==> src/sv/indexed_list_insert_erase_unit_macros.svh <==
// Assertion helpers for the indexed list block.
// Compiled out when SYNTH is defined.
`ifndef INDEXED_LIST_INSERT_ERASE_UNIT_MACROS_SVH
`define INDEXED_LIST_INSERT_ERASE_UNIT_MACROS_SVH

`ifndef SYNTH

// Expression must hold at every clock edge out of reset
`define ILIE_ASSERT_ALWAYS(label, clk, rstn, expr, msg) \
    label: assert property (@(posedge clk) disable iff (!(rstn)) (expr)) else $error(msg);

// Consequent must hold in the cycle after the antecedent
`define ILIE_ASSERT_NEXT(label, clk, rstn, ante, cons, msg) \
    label: assert property (@(posedge clk) disable iff (!(rstn)) (ante) |=> (cons)) \
        else $error(msg);

`else

`define ILIE_ASSERT_ALWAYS(label, clk, rstn, expr, msg)
`define ILIE_ASSERT_NEXT(label, clk, rstn, ante, cons, msg)

`endif

`endif

==> src/sv/ilie_pkg.sv <==
`default_nettype none

package ilie_pkg;

    // Field widths of the request and result
    localparam int KIND_BITS   = 2;
    localparam int POS_BITS    = 7;
    localparam int VALUE_BITS  = 32;
    localparam int STATUS_BITS = 2;
    localparam int COUNT_BITS  = 7;

    // Packed stream widths, rounded up to whole bytes
    localparam int S_TDATA_BITS = 40;
    localparam int M_TDATA_BITS = 48;

    // Defaults for the top-level parameters
    localparam int DEF_CAPACITY     = 64;
    localparam int DEF_ELEMENT_BITS = 32;

    // Broadcast index width: covers a count of up to 2047 entries
    localparam int TGT_BITS = 11;

    // Cells per first-level group of the read-out OR tree
    localparam int GROUP_SIZE = 8;

    // Request kinds
    localparam logic [KIND_BITS-1:0] KIND_APPEND = 2'd0;
    localparam logic [KIND_BITS-1:0] KIND_INSERT = 2'd1;
    localparam logic [KIND_BITS-1:0] KIND_READ   = 2'd2;
    localparam logic [KIND_BITS-1:0] KIND_REMOVE = 2'd3;

    // Result status codes
    localparam logic [STATUS_BITS-1:0] ST_OK        = 2'd0;
    localparam logic [STATUS_BITS-1:0] ST_BAD_INDEX = 2'd1;
    localparam logic [STATUS_BITS-1:0] ST_FULL      = 2'd2;

    // Cell operations broadcast along the chain
    localparam logic [1:0] OP_HOLD   = 2'd0;
    localparam logic [1:0] OP_INSERT = 2'd1;
    localparam logic [1:0] OP_REMOVE = 2'd2;
    localparam logic [1:0] OP_READ   = 2'd3;

    // Control broadcast to every cell
    typedef struct packed {
        logic [1:0]          op;
        logic [TGT_BITS-1:0] target;
    } ctl_t;

endpackage

`default_nettype wire

==> src/sv/ilie_cell.sv <==
`default_nettype none

// One list slot: holds entry INDEX, shifts with its neighbours
module ilie_cell import ilie_pkg::*; #(
    parameter int WIDTH = DEF_ELEMENT_BITS,
    parameter int INDEX = 0
) (
    input  wire logic             aclk,
    input  wire ctl_t             ctl,
    input  wire logic [WIDTH-1:0] wval,
    input  wire logic [WIDTH-1:0] lower_val,
    input  wire logic [WIDTH-1:0] upper_val,
    output logic      [WIDTH-1:0] entry,
    output logic      [WIDTH-1:0] rd_val
);

    logic [WIDTH-1:0] entry_reg;
    logic [WIDTH-1:0] entry_next;
    logic             hit;
    logic             above;

    assign hit   = (ctl.target == TGT_BITS'(INDEX));
    assign above = (ctl.target <  TGT_BITS'(INDEX));

    // insert: above <- lower, hit <- wval; remove: hit and above <- upper
    always_comb begin
        entry_next = entry_reg;
        case (ctl.op)
            OP_INSERT: begin
                if (above) begin
                    entry_next = lower_val;
                end else if (hit) begin
                    entry_next = wval;
                end
            end
            OP_REMOVE: begin
                if (hit || above) begin
                    entry_next = upper_val;
                end
            end
            default: begin
                entry_next = entry_reg;
            end
        endcase
    end

    always_ff @(posedge aclk) begin
        entry_reg <= entry_next;
    end

    assign entry  = entry_reg;
    // gated read-out, OR-combined upstream
    assign rd_val = ((ctl.op == OP_READ) && hit) ? entry_reg : '0;

endmodule

`default_nettype wire

==> config.mk <==
export PLATFORM = sky130hd
export DESIGN_NAME = ilie_cell
export DESIGN_NICKNAME = d
export VERILOG_FILES = /design/src/sv/indexed_list_insert_erase_unit_macros.svh /design/src/sv/ilie_pkg.sv /design/src/sv/ilie_cell.sv
export SDC_FILE = /design/constraint.sdc
export NUM_CORES = 1
export LEC_CHECK = 0
export ABC_AREA = 1
export BUFFER_PORTS_ARGS = -buffer_cell sky130_fd_sc_hd__buf_4
export CORE_MARGIN = 1
export CORE_UTILIZATION = 41
export CTS_BUF_LIST = sky130_fd_sc_hd__clkbuf_4
export DETAILED_ROUTE_END_ITERATION = 7
export HOLD_SLACK_MARGIN = 0.12
export PLACE_DENSITY = 0.88
export SYNTH_ARGS = -nofsm -noshare
export SYNTH_HDL_FRONTEND = slang
export SYNTH_SLANG_ARGS = --single-unit
==> constraint.sdc <==
create_clock -name aclk -period 3 [get_ports aclk]
set_clock_uncertainty 0.15 [all_clocks]
set_input_delay 0.6 -clock aclk [delete_from_list [all_inputs] [get_ports aclk]]
set_output_delay 0.6 -clock aclk [all_outputs]
set_load 0.005 [all_outputs]
==> results of run 1 <==
[critical path: cells and delay by family]
kind                   cells  cell delay [ns]
AND/OR/NAND/NOR            5             1.01
buffers and inverters      2             0.25
[routing by layer]
| layer | track usage | part of all wire | vias up |
|---|---|---|---|
| met5 | 0 | 0 | - |
| met4 | 0.0771 | 0.016 | 0 |
| met3 | 0.0465 | 0.058 | 8 |
| met2 | 0.408 | 0.54 | 94 |
| met1 | 0.236 | 0.39 | 835 |
| li1 | - | - | 968 |
[cell families (layout without fill, tap and decap cells)]
group	Yosys count	after routing	share of synthesized area
buffers and inverters	48	187	0.114
DFF	32	32	0.518
and+or+nand+nor	143	143	0.369
[area by class of cell]
| class | instances | area, um2 |
|---|---|---|
| fillers | 377 | 1370 |
| repair buffers | 145 | 1100 |
| flip-flops and latches | 32 | 961 |
| multi-input cells | 143 | 684 |
| inverters | 35 | 131 |
| well taps | 52 | 65.1 |
| clock buffers | 5 | 37.5 |
| clock inverters | 2 | 7.51 |
[stage by stage]
stage	hold slack, ns	cells	area [um2]	worst slack [ns]
6_report	0.389	414	2990	0.392
5_1_grt	0.368	414	2990	0.190
4_1_cts	0.376	414	2990	0.363
3_5_place_dp	0.717	407	2940	0.364
3_3_place_gp	0.713	407	2940	0.383
2_1_floorplan	0.629	223	1860	1.01
[worst paths after layout]
path / depth (start not counted) / startpoint / slack, ns / to
worst max-delay path: 7 / ctl[9] / 0.39 / rd_val[14]
worst min-delay path: 3 / wval[6] / 0.39 / entry[6]$_DFFE_PP_
[where the power goes]
| part | total, mW | switching, mW | leakage, nW | internal, mW |
|---|---|---|---|---|
| Sequential | 0.495 | 0.0000885 | 0.280 | 0.495 |
| Clock | 0.216 | 0.134 | 0.0261 | 0.0817 |
| Combinational | 0.140 | 0.0562 | 1.29 | 0.0838 |
[synthesized netlist by cell type]
cell,count
clkbuf_1,3
buf_6,3
nand3_4,1
nand3_1,32
buf_2,4
nor2_2,29
nor2_1,9
buf_1,2
edfxtp_1,32
inv_1,35
nor2_4,2
and3_2,1
and2_0,1
nand2_1,68
buf_4,1
==> summary.txt, run 1 <==
Hold path
  • Hold Crit Class: input port to flip-flop

Setup path
  • Critical Path AT: 1.86 ns
  • Setup CP Type: input port to primary output
  • Crit-path slowest cell: nand3_4
  • CP max stage delay: about 0.45 ns
  • Data required, critical path: about 2.3 ns
  • Critical path peak fanout: 32
  • CP cell instances: buf_4 -> nor2_1 -> nand2_1 -> nor2_2 -> nand3_4 -> nor2_2 -> buf_4
  • Crit. End Element: primary output
  • Startpoint types: input port

Drt
  • Drt wl/cell: approximately 12 um
  • Initial DRT Pass Iterations: 4
  • Final WL: 4.90 mm
  • Vias: between 1500 and 2000
  • Drc violations: 0
  • Avg Vias per Cell: about 4.6
  • Antenna-violating nets left: 0
  • Starting DRT DRC Count: 96

Global routing
  • Vias in the first global route: between 1500 and 2000
  • Global-route wire length before repair: about 8.4 mm
  • Pin count of the biggest net entering global routing: 35
  • GR Util All Layers: 0.216
  • Gr ovfl total: 0
  • Initial antenna violation count: 0

Clocking
  • Htree depth: 2
  • Clock sink total: 32
  • TritonCTS clock tree: done
  • CTS hold repair buffers: 0
  • Number of buffers created by CTS: 5
  • Post-CTS Setup Bufs: 0
  • CTS root buf: clkbuf_4
  • Post-CTS Resized: 0
  • CTS max path bufs: 2
  • CTS clk-pin slew, worst paths: 0.10 ns

Yosys
  • FF+latch count, synth: 32
  • Syn_nets: around 330
  • Leading area contributor after synthesis: edfxtp_1
  • Netlist cell types: 15
  • Share of the synthesized area in the top cell type: 0.518
  • Top post-synthesis cells by area: edfxtp_1, nand2_1, nor2_2, nand3_1, inv_1
  • Post-Syn Instances: around 220
  • Cell Area, Synth: ~1900 um2
  • YS warnings: 0
  • Syn avg cell area: approximately 8.3 um2
  • Register area share after synthesis: 0.518

Cells and area
  • Leading cell type in the layout, fill and taps excluded: buf_4
  • Layout cell share with drive strength beyond 1: 0.506
  • Max reg flops: 32
  • Nets: approximately 470
  • Layout area overhead: 60.9%
  • Most frequent cells in the layout: buf_4, nand2_1, inv_1, nand3_1, edfxtp_1
  • ANT cells: 0
  • Finished Core Util: 0.686

Die
  • Die area: just under 5000 um2
  • Row count: 24
  • I/O pin count: ~170
  • Initial Util: 0.426
  • CORE AREA: ~4400 um2
  • Die X: 69.3 um
  • Die Ht: between 60 and 70 um

Run status
  • Outcome: complete, no violations

STA
  • Final hold viol count: 0
  • Min Tclk post-route: approximately 2.6 ns
  • Unrepaired setup endpoints after global routing: false
  • Setup_tns: 0 ns
  • Max-slew violations: 0
  • Setup violators final: 0
  • Relative slew slack: 0.609
  • Period utilization: 0.869
  • Fmax: between 0.3 and 0.4 GHz
  • Worst-Margin Slew: slightly below 0.6 ns

Power and ir drop
  • P per Cell Area: approximately 280 nW/um2
  • VDD IR-drop max: 0.197 mV
  • Leakage: approximately 1.6 nW
  • Final Total Pwr: approximately 0.85 mW

Placed design
  • Post-DP HPWL: 3.82 mm
  • GPL Wtd Cong: approximately 0.8
  • IO buf count: approximately 140

Run
  • Max-Cap Viols: 0
Power figures use the tool's default switching activity.
==> run 2, diff against run 1 <==
Settings changed: CTS_BUF_LIST sky130_fd_sc_hd__clkbuf_4 to sky130_fd_sc_hd__clkbuf_8.
==> summary.txt, run 2 (synthesis results as in run 1) <==
Clocking
  • CTS clk-pin slew, worst paths: 0.06 ns
  • TritonCTS clock tree: done
  • Htree depth: 2
  • CTS hold repair buffers: 0
  • Post-CTS Resized: 0
  • Number of buffers created by CTS: 5
  • CTS root buf: clkbuf_8
  • Clock sink total: 32
  • CTS max path bufs: 2
  • Post-CTS Setup Bufs: 0

STA
  • Setup_tns: 0 ns
  • Final WS setup: between 0.3 and 0.4 ns
  • Worst-Margin Slew: around 0.59 ns
  • Max-slew violations: 0
  • Fmax: around 0.38 GHz
  • Period utilization: 0.870
  • Setup violators final: 0
  • Final hold viol count: 0
  • Min Tclk post-route: ~2.6 ns
  • Unrepaired setup endpoints after global routing: false
  • Relative slew slack: 0.607

Die
  • Die area: about 4800 um2
  • Initial Util: 0.426
  • Die Ht: just under 70 um
  • CORE AREA: approximately 4400 um2
  • I/O pin count: 174
  • Die X: 69.3 um
  • Row count: 24

Power and ir drop
  • P per Cell Area: around 300 nW/um2
  • Leakage: ~1.6 nW
  • VDD IR-drop max: 0.252 mV

Cells and area
  • Finished Core Util: 0.693
  • Layout cell share with drive strength beyond 1: 0.506
  • # fillers: 371
  • Layout area overhead: 62.6%
  • Final instance area: around 3000 um2
  • Nets: between 400 and 500
  • ANT cells: 0
  • Most frequent cells in the layout: buf_4, nand2_1, inv_1, nand3_1, edfxtp_1
  • Max reg flops: 32
  • Leading cell type in the layout, fill and taps excluded: buf_4

Run
  • Max-Cap Viols: 0

Setup path
  • Data required, critical path: between 2 and 2.5 ns
  • Critical Path AT: 1.86 ns
  • Setup CP Type: input port to primary output
  • Critical path peak fanout: 32
  • Crit. End Element: primary output
  • Startpoint types: input port

Placed design
  • DP Area: about 2900 um2
  • Post-DP HPWL: between 3 and 4 mm
  • DP Worst Slack: 0.364 ns
  • IO buf count: around 140
  • GPL Wtd Cong: between 0.7 and 0.8

Drt
  • Drc violations: 0
  • Final WL: 4.84 mm
  • Initial DRT Pass Iterations: 4
  • Drt wl/cell: between 10 and 15 um
  • Antenna-violating nets left: 0
  • Avg Vias per Cell: approximately 4.6
  • Vias: 1890
  • Starting DRT DRC Count: between 100 and 150

Global routing
  • Gr ovfl total: 0
  • Initial antenna violation count: 0
  • Global-route wire length before repair: approximately 8.3 mm
  • Vias in the first global route: 1888
  • Pin count of the biggest net entering global routing: 35
  • GR Util All Layers: 0.214

Hold path
  • Hold Crit Class: input port to flip-flop
  • Hold Crit Depth: 3

Run status
  • Outcome: complete, no violations
-- run 2: final cells by class --
type,instances,area (um2),area share
clock buffer,5,68.8,0.0228
clock inverter,2,7.51,0.00249
timing repair buffer,145,1100,0.365
multi-input combinational,143,684,0.227
sequential,32,961,0.318
inverter,35,131,0.0435
tap,52,65.1,0.0215
-- run 2: worst paths after layout --
path                  startpoint            endpoint
worst max-delay path      ctl[9]          rd_val[14]
worst min-delay path     wval[4]  entry[4]$_DFFE_PP_
-- run 2: worst max-delay path: stages --
cell	delay, ns
buf_4	0.11
nor2_1	0.09
nand2_1	0.07
nor2_2	0.16
nand3_4	0.45
nor2_2	0.23
buf_4	0.14
-- run 2: power breakdown --
group          internal, mW  total [mW]  switching (mW)
combinational        0.0838       0.140          0.0560
sequential            0.496       0.496       0.0000870
clock                 0.153       0.291           0.139
-- run 2: layer usage --
layer  track usage  vias to the layer above  wire (um)
li1              -                      965          -
met1         0.236                      827       1900
met2         0.401                       92       2580
met3        0.0378                        6        288
met4        0.0839                        0         70
met5             0                        -          0
-- run 2: per-stage QoR --
step	power (mW)	hold slack [ns]	std cells
after floorplan	0.559	0.629	223
after CTS	0.938	0.432	414
after global placement	0.641	0.713	407
final	0.927	0.442	414
after global routing	0.977	0.435	414
after detailed placement	0.646	0.717	407
